==> src/design/ttcb_pkg.sv <==
`default_nettype none

package ttcb_pkg;

	// Default sizes of the cell store and the screen geometry.
	localparam int DEF_MAX_CELLS = 8192;
	localparam int DEF_MAX_COLS  = 128;
	localparam int DEF_MAX_ROWS  = 64;

	// Geometry register values after reset.
	localparam int COLS_RESET = 80;
	localparam int ROWS_RESET = 25;

	// Configuration port.
	localparam int CFG_INDEX_W = 8;
	localparam int CFG_DATA_W  = 8;

	localparam logic [CFG_INDEX_W-1:0] REG_COLUMNS = 8'd0;
	localparam logic [CFG_INDEX_W-1:0] REG_ROWS    = 8'd1;

	// Commands and special characters.
	localparam logic CMD_PUT  = 1'b0;
	localparam logic CMD_READ = 1'b1;

	localparam logic [7:0] CHAR_NUL = 8'd0;
	localparam logic [7:0] CHAR_BS  = 8'd8;
	localparam logic [7:0] CHAR_NL  = 8'd10;

	// Redraw hints.
	localparam logic [1:0] DIRTY_NONE   = 2'd0;
	localparam logic [1:0] DIRTY_CELL   = 2'd1;
	localparam logic [1:0] DIRTY_SCREEN = 2'd2;

	typedef struct packed {
		logic       command;
		logic [7:0] char_code;
		logic [6:0] cell_column;
		logic [5:0] cell_row;
	} item_t;

	typedef struct packed {
		logic [7:0] cursor_column;
		logic [5:0] cursor_row;
		logic [1:0] dirty_kind;
		logic [6:0] dirty_column;
		logic [5:0] dirty_row;
		logic [7:0] read_char;
	} result_t;

	// Commands from the controller to the datapath.
	typedef struct packed {
		logic       clr_step;
		logic       geom_init;
		logic       geom_step;
		logic       cfg_we;
		logic       load;
		logic       nl_move;
		logic       bs_move;
		logic       scroll_init;
		logic       scroll_step;
		logic       scroll_end;
		logic       mul;
		logic       addr;
		logic       mem_rd;
		logic       mem_wr;
		logic       emit;
		logic       advance;
		logic [1:0] kind;
	} ctrl_cmd_t;

	// Status from the datapath to the controller.
	typedef struct packed {
		logic clr_last;
		logic geom_ok;
		logic is_read;
		logic is_nul;
		logic is_nl;
		logic is_bs;
		logic at_bottom;
		logic line_full;
		logic scroll_last;
	} dp_status_t;

endpackage

`default_nettype wire

==> src/design/ttcb_ctrl.sv <==
`default_nettype none

module ttcb_ctrl import ttcb_pkg::*; (
	input  wire logic                   clk,
	input  wire logic                   arst_n,
	input  wire logic                   start,
	input  wire logic                   cfg_valid,
	input  wire logic [CFG_INDEX_W-1:0] cfg_index,
	input  wire dp_status_t             status,
	output logic                        busy,
	output logic                        cfg_ready,
	output logic                        done,
	output ctrl_cmd_t                   cmd
);

	typedef enum logic [3:0] {
		S_CLEAR,
		S_GINIT,
		S_GSTEP,
		S_IDLE,
		S_DECODE,
		S_SCROLL,
		S_SCROLL_END,
		S_MUL,
		S_ADDR,
		S_MEM,
		S_EMIT
	} state_t;

	state_t state_q;
	state_t state_d;
	logic   busy_q;
	logic   done_q;
	logic   scrolled_q;
	logic   is_char;

	assign cfg_ready = !busy_q && !start;
	assign busy      = busy_q;
	assign done      = done_q;
	assign is_char   = !status.is_read && !status.is_nul && !status.is_nl && !status.is_bs;

	always_comb begin
		cmd     = '0;
		state_d = state_q;
		case (state_q)
			S_CLEAR: begin
				cmd.clr_step = 1'b1;
				if (status.clr_last) begin
					state_d = S_GINIT;
				end
			end
			S_GINIT: begin
				cmd.geom_init = 1'b1;
				state_d       = S_GSTEP;
			end
			S_GSTEP: begin
				cmd.geom_step = 1'b1;
				if (status.geom_ok) begin
					state_d = S_IDLE;
				end
			end
			S_IDLE: begin
				if (cfg_valid && cfg_ready) begin
					if (cfg_index inside {REG_COLUMNS, REG_ROWS}) begin
						cmd.cfg_we = 1'b1;
						state_d    = S_GINIT;
					end
				end else if (start) begin
					cmd.load = 1'b1;
					state_d  = S_DECODE;
				end
			end
			S_DECODE: begin
				if (status.is_read) begin
					state_d = S_MUL;
				end else if (status.is_nul) begin
					state_d = S_EMIT;
				end else if (status.is_nl) begin
					if (status.at_bottom) begin
						cmd.scroll_init = 1'b1;
						state_d         = S_SCROLL;
					end else begin
						cmd.nl_move = 1'b1;
						state_d     = S_EMIT;
					end
				end else if (status.is_bs) begin
					cmd.bs_move = 1'b1;
					state_d     = S_MUL;
				end else if (status.line_full) begin
					// A full line wraps before the character is written.
					if (status.at_bottom) begin
						cmd.scroll_init = 1'b1;
						state_d         = S_SCROLL;
					end else begin
						cmd.nl_move = 1'b1;
						state_d     = S_MUL;
					end
				end else begin
					state_d = S_MUL;
				end
			end
			S_SCROLL: begin
				cmd.scroll_step = 1'b1;
				if (status.scroll_last) begin
					state_d = S_SCROLL_END;
				end
			end
			S_SCROLL_END: begin
				cmd.scroll_end = 1'b1;
				state_d        = status.is_nl ? S_EMIT : S_MUL;
			end
			S_MUL: begin
				cmd.mul = 1'b1;
				state_d = S_ADDR;
			end
			S_ADDR: begin
				cmd.addr = 1'b1;
				state_d  = S_MEM;
			end
			S_MEM: begin
				cmd.mem_rd = status.is_read;
				cmd.mem_wr = !status.is_read;
				state_d    = S_EMIT;
			end
			S_EMIT: begin
				cmd.emit    = 1'b1;
				cmd.advance = is_char;
				if (status.is_bs) begin
					cmd.kind = DIRTY_CELL;
				end else if (is_char) begin
					cmd.kind = scrolled_q ? DIRTY_SCREEN : DIRTY_CELL;
				end else if (status.is_nl) begin
					cmd.kind = scrolled_q ? DIRTY_SCREEN : DIRTY_NONE;
				end else begin
					cmd.kind = DIRTY_NONE;
				end
				state_d = S_IDLE;
			end
			default: begin
				state_d = S_IDLE;
			end
		endcase
	end

	always_ff @(posedge clk or negedge arst_n) begin
		if (!arst_n) begin
			state_q    <= S_CLEAR;
			busy_q     <= 1'b1;
			done_q     <= 1'b0;
			scrolled_q <= 1'b0;
		end else begin
			state_q <= state_d;
			busy_q  <= (state_d != S_IDLE);
			done_q  <= (state_q == S_EMIT);
			if (state_q == S_DECODE) begin
				scrolled_q <= 1'b0;
			end else if (state_q == S_SCROLL_END) begin
				scrolled_q <= 1'b1;
			end
		end
	end

endmodule

`default_nettype wire

==> config.mk <==
export PLATFORM = sky130hd
export DESIGN_NAME = ttcb_ctrl
export DESIGN_NICKNAME = d
export VERILOG_FILES = /design/src/design/ttcb_pkg.sv /design/src/design/ttcb_ctrl.sv
export SDC_FILE = /design/constraint.sdc
export NUM_CORES = 1
export LEC_CHECK = 0
export BUFFER_PORTS_ARGS = -buffer_cell sky130_fd_sc_hd__buf_2
export CORE_MARGIN = 10
export CORE_UTILIZATION = 41
export DETAILED_ROUTE_END_ITERATION = 8
export PLACE_DENSITY = 0.78
export RECOVER_POWER = 100
export SLEW_MARGIN = 40
export SYNTH_ARGS = -nofsm -noshare
export SYNTH_HDL_FRONTEND = slang
export SYNTH_SLANG_ARGS = --single-unit
==> constraint.sdc <==
create_clock -name clk -period 1.85 [get_ports clk]
set_input_delay 0.0925 -clock clk [delete_from_list [all_inputs] [get_ports clk]]
set_output_delay 0.0925 -clock clk [all_outputs]
set_load 0.02 [all_outputs]
==> summary.md, run 1 <==
| Metric | Value |
|---|---|
| Multi-input gate area in the final layout | `428 um2` |
| Number of buffers on the longest clock path | `2` |
| Async SR Flop Fraction | `100%` |
| Count of flip-flops with a built-in enable after synthesis | `0` |
| Kind of path behind the tightest hold check | `in -> reg` |
| Number of antenna diodes | `0` |
| Fraction of synthesized cell area taken by the top area cell type | `around 23%` |
| Cell type group with the largest total delay on the critical path | `simple AND/OR/NAND/NOR gates` |
| Leakage dissipation | `about 0.00046 uW` |
| Element type at the critical path start | `flip-flop` |
| Setup tns final | `0 ns` |
| Root cell of the clock tree | `sky130_fd_sc_hd__clkbuf_4` |
| Most frequent cell after synthesis | `sky130_fd_sc_hd__nor2_1` |
| Area overhead of the layout relative to synthesis | `40.9%` |
| Global placer's final weighted congestion | `between 0.7 and 0.8` |
| Synth Flop Type | `sky130_fd_sc_hd__dfrtp_1` |
| Total of fill cells in the finished design | `~140` |
| Deepest level of the CTS H-tree | `1` |
| Die Y-Extent | `59.9 um` |
| Commonest cells in the synthesized netlist | `sky130_fd_sc_hd__nor2_1, sky130_fd_sc_hd__nor3_1, sky130_fd_sc_hd__dfrtp_1` |
| Final Max Tran Viols | `0` |
| Routed vias | `709` |
| Via count of the first global-routing pass | `around 630` |
| DIE WIDTH | `~60 um` |
| Num Clock Sinks | `7` |
| Hold violation total from the final report | `0` |
| Sequence of cells on the critical path | `nand2b_2 > or3_1 > nor4b_2 > buf_4` |
| Number of search-and-repair iterations in the first detailed-routing pass | `4` |
| RSZ-0062 raised after global routing | `no` |
| Standard-cell row count | `14` |
| Final design area excluding fillers | `918 um2` |
| CP Max Fanout | `6` |
| First-pass GRT wire length | `2860 um` |
| Ports | `42` |
| Max Fclk | `567 MHz` |
| Number of different library cells in the post-synthesis netlist | `34` |
| WP data arrival | `around 1.7 ns` |
| Post-detailed-routing wire length | `2010 um` |
| Outcome | `finished, final reports clean` |
| DRT iter0 DRCs | `11` |
| Share of layout cells above drive strength 1 | `~52%` |
| Wire length per cell | `14.4 um` |
| Count of endpoints failing setup in the final report | `0` |
| Largest net degree at the start of global routing | `14` |
| Yosys warns | `0` |
| Maximum VDD drop | `855 uV` |
| Post-layout min period | `1.76 ns` |
| Register Area | `181 um2` |
| Number of nets at the end of the flow | `145` |
| Worst stage delay on the critical path | `0.44 ns` |
| Sequential area share after synthesis | `27.1%` |
| Post-Synth XOR/XNOR Area | `0%` |
| Worst path bufs/invs | `1` |
| Post-synthesis compound-gate area fraction | `16.9%` |
| Post-synthesis share of cell area spent on and, or, nand and nor gates | `46.8%` |
| Clock latency on the worst-skew pair | `0.24 ns` |
| Type of the setup path with the least slack | `reg -> out` |
| Total routing resource utilization after global routing | `around a tenth` |
| Slew of the pin with the lowest slew margin | `0.327 ns` |
| Main area contributors after synthesis | `sky130_fd_sc_hd__dfrtp_1, sky130_fd_sc_hd__nor3_1, sky130_fd_sc_hd__nor4b_2, sky130_fd_sc_hd__nor2_1, sky130_fd_sc_hd__dfstp_2` |
| Number of buffers added by the clock tree synthesis step | `3` |
| Residual overflow from global routing | `0` |
| Required @ worst endpoint | `between 1.5 and 2 ns` |
| Seq cells post-synth | `7` |
| Period Utilization, post-route | `95.4%` |
| Remaining number of nets flagged by the antenna check after routing | `0` |
| Final routed DRC violation total | `0` |
| Synthesized-area fraction occupied by adder cells | `0%` |
| Overall power of the completed layout | `1220 uW` |
| Worst slew margin relative to its limit | `78.2%` |
| Via-to-Cell Ratio | `5.10` |
| CP Capture Type | `primary output` |
| Count of maximum capacitance violations | `0` |
| DIE AREA | `around 3600 um2` |
| Core outline area | `around 1500 um2` |
| Top cell type by total area after synthesis | `sky130_fd_sc_hd__dfrtp_1` |
| Per-instance average area after synthesis | `8.25 um2` |
| Number of antenna violations at the first check in global routing | `0` |
| Clock tree from TritonCTS | `done` |
| Register clock-pin slew on the reported worst setup and hold paths | `roughly 0.05 ns` |
| Cell Pwr Density | `around 1300 nW/um2` |
| Post-synth design cell area | `652 um2` |
| Syn nets | `100` |
| Post-Route Skew | `0.000474 ns` |
| Number of standard cells after synthesis | `79` |
| Dominant combinational cell family by area after synthesis | `simple AND/OR/NAND/NOR gates` |
| Port buffer count | `40` |
| Critical path's slowest cell | `sky130_fd_sc_hd__dfrtp_2` |
| Post-placement cell area | `approximately 840 um2` |
| Post-synthesis mux area share | `0%` |
| Initial core utilization | `between 40% and 50%` |
| Detailed placement HPWL | `about 1600 um` |
[registers in the layout, indices dropped and copies added (netlist names)]
signal	count
done	1
state_q	4
scrolled_q	1
busy	1
[worst register-to-register path: cells and delay by family (launching register included)]
kind               cells  cell delay (ns)
DFF                    1             0.51
and+or+nand+nor        4             0.75
AOI/OAI and AO/OA      1             0.14
[cell type report]
class	count	share of cell area, %
Clock buffer	4	2.86
Inverter	6	2.45
Multi-Input combinational cell	61	46.6
Sequential cell	7	19.8
Tap cell	16	2.18
Timing Repair Buffer	45	26.2
[layer usage]
layer  track usage (%)  wire length, um
met1              10.6              747
met2              18.4             1140
met3              2.12              110
met4              4.81                9
met5                 0                0
[repair_timing]
action,4_1_cts,5_1_grt
endpoints found under the setup margin,2,5
resized for setup,1,9
buffers inserted,0,3
gates cloned,0,0
hold buffers,1,0
endpoints found under the hold margin,7,0
pin swaps,0,0
[logic make-up (layout without fill, tap and decap cells)]
family                 Yosys count  in the layout
buffers and inverters           11             55
AND/OR/NAND/NOR                 45             45
flip-flops                       7              7
AO/OA/AOI/OAI                   16             16
[stage by stage]
stage	utilization (%)	instances	hold slack, ns	setup WS, ns
final	61.0	139	0.228	0.0852
after global routing	61.0	139	0.247	0.0177
after CTS	58.4	136	0.198	0.00216
after detailed placement	55.9	131	-0.0727	0.251
after global placement	55.9	131	-0.0749	0.285
after floorplan	-	79	-0.203	0.279
[layout by cell type (no fill, tap or decap), types with 2 or more instances in the layout]
cell type / Yosys / final
sky130_fd_sc_hd__buf_4: 0 / 6
sky130_fd_sc_hd__dfrtp_2: 0 / 4
sky130_fd_sc_hd__nand3_1: 3 / 3
sky130_fd_sc_hd__a21o_1: 2 / 2
sky130_fd_sc_hd__o21ai_1: 2 / 2
sky130_fd_sc_hd__buf_2: 3 / 34
sky130_fd_sc_hd__nor4b_2: 3 / 3
sky130_fd_sc_hd__dfrtp_1: 6 / 2
sky130_fd_sc_hd__o21ai_0: 4 / 4
sky130_fd_sc_hd__a21oi_1: 3 / 3
sky130_fd_sc_hd__nor2b_1: 2 / 2
sky130_fd_sc_hd__nor2_1: 10 / 10
sky130_fd_sc_hd__clkbuf_1: 0 / 5
sky130_fd_sc_hd__nor4_1: 2 / 2
sky130_fd_sc_hd__nand2b_2: 0 / 2
sky130_fd_sc_hd__inv_1: 5 / 5
sky130_fd_sc_hd__clkbuf_4: 0 / 3
sky130_fd_sc_hd__or3_1: 2 / 2
sky130_fd_sc_hd__nor3_1: 9 / 8
[path summary, 6_finish.rpt]
kind	start	depth (start not counted)	slack (ns)	to
setup / recovery	state_q[3]	4	0.09	cmd[11]
hold / removal	status[2]	3	0.23	state_q[1]
setup reg to reg	state_q[1]	5	0.38	busy
hold reg to reg	scrolled_q	1	0.49	scrolled_q
max in group asynchronous	arst_n	2	1.28	busy
min in group asynchronous	arst_n	2	0.28	scrolled_q
[where the power goes]
group	switching [uW]	internal [uW]	total, uW
registers	130	229	359
logic	396	342	738
clock network	46.1	81.6	128
total	572	653	1220
Power figures use the tool's default switching activity.
==> run 2: changes to the inputs <==
CELL_PAD_IN_SITES_DETAIL_PLACEMENT = 1   (was unset)
CELL_PAD_IN_SITES_GLOBAL_PLACEMENT = 1   (was unset)
CORE_UTILIZATION = 28   (was 41)
PLACE_DENSITY = unset   (was 0.78)
PLACE_DENSITY_LB_ADDON = 0.1   (was unset)
==> summary.md, run 2 (synthesized netlist as in run 1, its figures left out) <==
| Metric | Value |
|---|---|
| Outcome | `finished, final reports clean` |
| DIE AREA | `4660 um2` |
| Count of maximum capacitance violations | `0` |
| CP Capture Type | `primary output` |
| Total routing resource utilization after global routing | `10.1%` |
| DIE WIDTH | `68.3 um` |
| Number of antenna diodes | `0` |
| Kind of path behind the tightest hold check | `in -> reg` |
| Worst slew margin relative to its limit | `between 70 and 80%` |
| Remaining number of nets flagged by the antenna check after routing | `0` |
| Clock tree from TritonCTS | `done` |
| Max Fclk | `569 MHz` |
| Via count of the first global-routing pass | `811` |
| Post-layout min period | `between 1.5 and 2 ns` |
| Port buffer count | `40` |
| Ports | `between 40 and 50` |
| Final core area utilization | `41.1%` |
| Root cell of the clock tree | `sky130_fd_sc_hd__clkbuf_4` |
| Top library cells by usage in the layout, fill and taps aside | `sky130_fd_sc_hd__buf_2, sky130_fd_sc_hd__nor2_1, sky130_fd_sc_hd__clkbuf_1` |
| Deepest level of the CTS H-tree | `1` |
| Type of the setup path with the least slack | `reg -> out` |
| Final Max Tran Viols | `0` |
| Global placer's final weighted congestion | `0.716` |
| Largest Register | `state_q` |
| Share of layout cells above drive strength 1 | `a little over two fifths` |
| Num Clock Sinks | `7` |
| CP Max Fanout | `7` |
| Worst stage delay on the critical path | `about 0.46 ns` |
| Slew of the pin with the lowest slew margin | `0.374 ns` |
| Worst path bufs/invs | `2` |
| Period Utilization, post-route | `95.0%` |
| Most common cell after layout, fill and taps aside | `sky130_fd_sc_hd__buf_2` |
| Post-detailed-routing wire length | `around 2300 um` |
| Largest net degree at the start of global routing | `14` |
| Hold violation total from the final report | `0` |
| Residual overflow from global routing | `0` |
| DRT iter0 DRCs | `29` |
| Post-Route Skew | `0.00281 ns` |
| Number of search-and-repair iterations in the first detailed-routing pass | `2` |
| Number of buffers added by the clock tree synthesis step | `3` |
| Area overhead of the layout relative to synthesis | `39.5%` |
| Wire length per cell | `approximately 15 um` |
| Die Y-Extent | `68.3 um` |
| Routed vias | `approximately 740` |
| Final routed DRC violation total | `0` |
| Critical path's slowest cell | `sky130_fd_sc_hd__dfrtp_2` |
| Cell type group with the largest total delay on the critical path | `simple AND/OR/NAND/NOR gates` |
| First-pass GRT wire length | `between 3000 and 4000 um` |
| Number of antenna violations at the first check in global routing | `0` |
| Required @ worst endpoint | `1.76 ns` |
| WP data arrival | `1.67 ns` |
| Number of nets at the end of the flow | `145` |
| Post-CTS Repair Setup Buffers | `0` |
| Register clock-pin slew on the reported worst setup and hold paths | `0.05 ns` |
| Sequence of cells on the critical path | `buf_4 > or3_4 > nor4b_2 > buf_4` |
| Element type at the critical path start | `flip-flop` |
| Setup tns final | `0 ns` |
| Standard-cell row count | `17` |
| Cell Pwr Density | `1330 nW/um2` |
| Count of endpoints failing setup in the final report | `0` |
| Core outline area | `2210 um2` |
| RSZ-0062 raised after global routing | `no` |
| Flip-flop count of the largest register, all copies and words added | `4` |
| Leakage dissipation | `roughly 0.00044 uW` |
| Overall power of the completed layout | `1210 uW` |
| Via-to-Cell Ratio | `4.93` |
| Clock latency on the worst-skew pair | `0.25 ns` |
| Number of buffers on the longest clock path | `2` |
| Crit path top cell by count | `sky130_fd_sc_hd__buf_4` |
| Detailed placement HPWL | `between 1500 and 2000 um` |
| Initial core utilization | `just under 30%` |
| Maximum VDD drop | `596 uV` |
[run 2: cell count changes in the layout (fill, tap and decap cells not counted), sizes merged]
cell,delta
buf,-10
clkbuf,+10
[run 2: power by group]
group / switching (uW) / internal, uW / total [uW]
Clock: 55.1 / 82.2 / 137
Combinational: 442 / 313 / 756
Sequential: 89.7 / 226 / 316
Total: 587 / 622 / 1210
[run 2: final timing paths]
path,start,end,slack [ns],depth (start not counted)
min reg2reg,scrolled_q,scrolled_q,0.51,1
max in group asynchronous,arst_n,busy,1.27,2
max reg2reg,state_q[2],busy,0.22,5
min in group asynchronous,arst_n,state_q[2],0.27,2
min,status[2],state_q[1],0.22,3
max,state_q[1],cmd[11],0.09,4
[run 2: layout make-up]
type,instances,area [um2]
fillers,297,1300
multi-input cells,61,414
repair buffers,45,233
flip-flops and latches,7,179
well taps,28,35.0
clock buffers,4,26.3
inverters,6,22.5
[run 2: metal layers]
layer	up-vias	GRT usage (%)	part of all wire [%]
li1	371	-	-
met1	346	11.0	38
met2	27	17.7	51
met3	0	4.73	10
met4	0	1.51	0
met5	-	0	0
[run 2: stage by stage]
step	hold WS (ns)	setup slack, ns	instances	area, um2
6_report	0.223	0.0922	151	910
3_3_place_gp	-0.0715	0.260	146	880
3_5_place_dp	-0.0676	0.226	146	880
5_1_grt	0.228	0.0107	151	910
2_1_floorplan	-0.203	0.279	79	652
4_1_cts	0.197	0.00262	151	917
[run 2: what timing repair did]
item,4_1_cts,5_1_grt
resized for setup,1,6
endpoints found under the hold margin,7,0
hold buffers,1,0
setup endpoints to repair,1,4
[run 2: worst register-to-register path: cells and delay by family, from the launching register on]
kind	cells	cell delay [ns]
flops	1	0.39
buf+inv	1	0.17
compound gates	1	0.19
simple gates	3	0.81
==> run 3: changes to the inputs <==
CTS_BUF_LIST = sky130_fd_sc_hd__clkbuf_16   (was unset)
==> summary.md, run 3 (synthesized netlist as in run 1, its figures left out) <==
| Metric | Value |
|---|---|
| Outcome | `finished, final reports clean` |
| CP Max Fanout | `7` |
| Global placer's final weighted congestion | `0.716` |
| Pre-CTS worst setup slack | `between 0.2 and 0.25 ns` |
| Die Y-Extent | `roughly 68 um` |
| DIE AREA | `4660 um2` |
| Required @ worst endpoint | `1.76 ns` |
| Hold Crit Start | `status[2]` |
| CP Capture Type | `primary output` |
| Number of nets at the end of the flow | `145` |
| Count of endpoints failing setup in the final report | `0` |
| Hold violation total from the final report | `0` |
| Post-Route Skew | `0.00242 ns` |
| Detailed placement HPWL | `1920 um` |
| Num Clock Sinks | `7` |
| Standard-cell row count | `17` |
| Routed vias | `745` |
| Startpoint of the most critical register-to-register path | `state_q[2]` |
| Root cell of the clock tree | `sky130_fd_sc_hd__clkbuf_16` |
| Post-CTS Repair Setup Buffers | `0` |
| Number of antenna diodes | `0` |
| Largest net degree at the start of global routing | `14` |
| Via-to-Cell Ratio | `4.93` |
| DIE WIDTH | `approximately 68 um` |
| DRT iter0 DRCs | `29` |
| Max Fclk | `563 MHz` |
| Leakage dissipation | `0.000444 uW` |
| Crit path setup slack, layout | `0.0723 ns` |
| Kind of path behind the tightest hold check | `in -> reg` |
| Setup tns final | `0 ns` |
| Post-Route M1 WL | `878 um` |
| Flip-flop count of the largest register, all copies and words added | `4` |
| Tightest hold margin | `0.241 ns` |
| Residual overflow from global routing | `0` |
| Overall power of the completed layout | `1440 uW` |
| Number of antenna violations at the first check in global routing | `0` |
| Number of placed cells counting well taps | `146` |
| Worst stage delay on the critical path | `0.46 ns` |
| Post-layout min period | `1.78 ns` |
| Largest Register | `state_q` |
| Ports | `42` |
| Worst path bufs/invs | `2` |
| Slew of the pin with the lowest slew margin | `0.376 ns` |
| Count of maximum capacitance violations | `0` |
| First-pass GRT wire length | `about 3700 um` |
| Final Max Tran Viols | `0` |
| Total routing resource utilization after global routing | `a little over a tenth` |
| Remaining number of nets flagged by the antenna check after routing | `0` |
| Clock latency on the worst-skew pair | `0.23 ns` |
| Wire length per cell | `roughly 15 um` |
| Element type at the critical path start | `flip-flop` |
| Sequence of cells on the critical path | `buf_4 > or3_1 > nor4b_2 > buf_2` |
| Via count of the first global-routing pass | `about 810` |
| Most common cell after layout, fill and taps aside | `sky130_fd_sc_hd__buf_2` |
| Core outline area | `2210 um2` |
| Maximum VDD drop | `821 uV` |
| Sum of met3 wire segment lengths after detailed routing | `225 um` |
| Number of buffers on the longest clock path | `2` |
| Final routed DRC violation total | `0` |
| Non-filler cells in the finished layout | `151` |
| Top library cells by usage in the layout, fill and taps aside | `sky130_fd_sc_hd__buf_2, sky130_fd_sc_hd__clkbuf_1, sky130_fd_sc_hd__nor2_1` |
| Met2 WL | `1190 um` |
| Clock tree from TritonCTS | `done` |
| Register clock-pin slew on the reported worst setup and hold paths | `0.04 ns` |
| Area overhead of the layout relative to synthesis | `45.7%` |
| Initial core utilization | `29.5%` |
| Cell type group with the largest total delay on the critical path | `simple AND/OR/NAND/NOR gates` |
| Share of layout cells above drive strength 1 | `39.8%` |
| Number of search-and-repair iterations in the first detailed-routing pass | `2` |
| Highest Signal Layer | `met4` |
| Post-detailed-routing wire length | `~2300 um` |
| Cell Pwr Density | `1510 nW/um2` |
| Critical path startpoint | `state_q[1]` |
| WP data arrival | `between 1.5 and 2 ns` |
| Port buffer count | `40` |
| Deepest level of the CTS H-tree | `1` |
| Worst slew margin relative to its limit | `between 70% and 80%` |
| Critical path's slowest cell | `sky130_fd_sc_hd__dfrtp_2` |
| Number of buffers added by the clock tree synthesis step | `3` |
| Type of the setup path with the least slack | `reg -> out` |
| Period Utilization, post-route | `96.1%` |
| RSZ-0062 raised after global routing | `no` |
run 3: changes by cell type in the layout (fill, tap and decap cells not counted), sizes merged:
| cell | before | now |
|---|---|---|
| buf | 30 | 27 |
| inv | 6 | 7 |
| clkbuf | 18 | 20 |
run 3: layer usage:
layer | track usage (%) | vias to the layer above
met4 | 5.28 | 0
met3 | 4.24 | 4
met2 | 18.1 | 27
met1 | 10.8 | 341
li1 | - | 373
met5 | 0 | -
run 3: power breakdown:
group          internal [uW]  switching, uW
clock                    281           83.5
combinational            313            439
sequential               227           91.2
run 3: stage by stage:
stage                     util, %  area [um2]
after floorplan                 -         652
after global placement       39.8         880
after detailed placement     39.8         880
after CTS                    43.8         968
after global routing         42.9         950
final                        42.9         950
run 3: area by class of cell:
| type | instances | area [um2] |
|---|---|---|
| Sequential cell | 7 | 179 |
| Clock inverter | 1 | 3.75 |
| Inverter | 6 | 22.5 |
| Clock buffer | 3 | 75.1 |
| Timing Repair Buffer | 45 | 221 |
| Tap cell | 28 | 35.0 |
| Multi-Input combinational cell | 61 | 413 |
| Fill cell | 294 | 1260 |
run 3: repair_timing:
action / 4_1_cts / 5_1_grt
gates resized for setup: 0 / 4
endpoints found under the setup margin: 0 / 5
endpoints found under the hold margin: 7 / 0
hold buffers: 1 / 0
run 3: path summary, 6_finish.rpt:
kind	endpoint	slack, ns	cells past startpoint
min in group asynchronous	state_q[2]	0.28	2
max in group asynchronous	busy	1.26	2
worst max register to register	busy	0.23	5
worst max-delay path	cmd[11]	0.07	4
worst min register to register	scrolled_q	0.51	1
worst min-delay path	state_q[1]	0.24	3
run 3: worst register-to-register path, stage by stage, from the launching register on:
cell	delay [ns]
sky130_fd_sc_hd__dfrtp_1	0.39
sky130_fd_sc_hd__buf_4	0.17
sky130_fd_sc_hd__or3_1	0.41
sky130_fd_sc_hd__nor3b_1	0.28
sky130_fd_sc_hd__a211o_2	0.18
sky130_fd_sc_hd__nand4bb_2	0.11
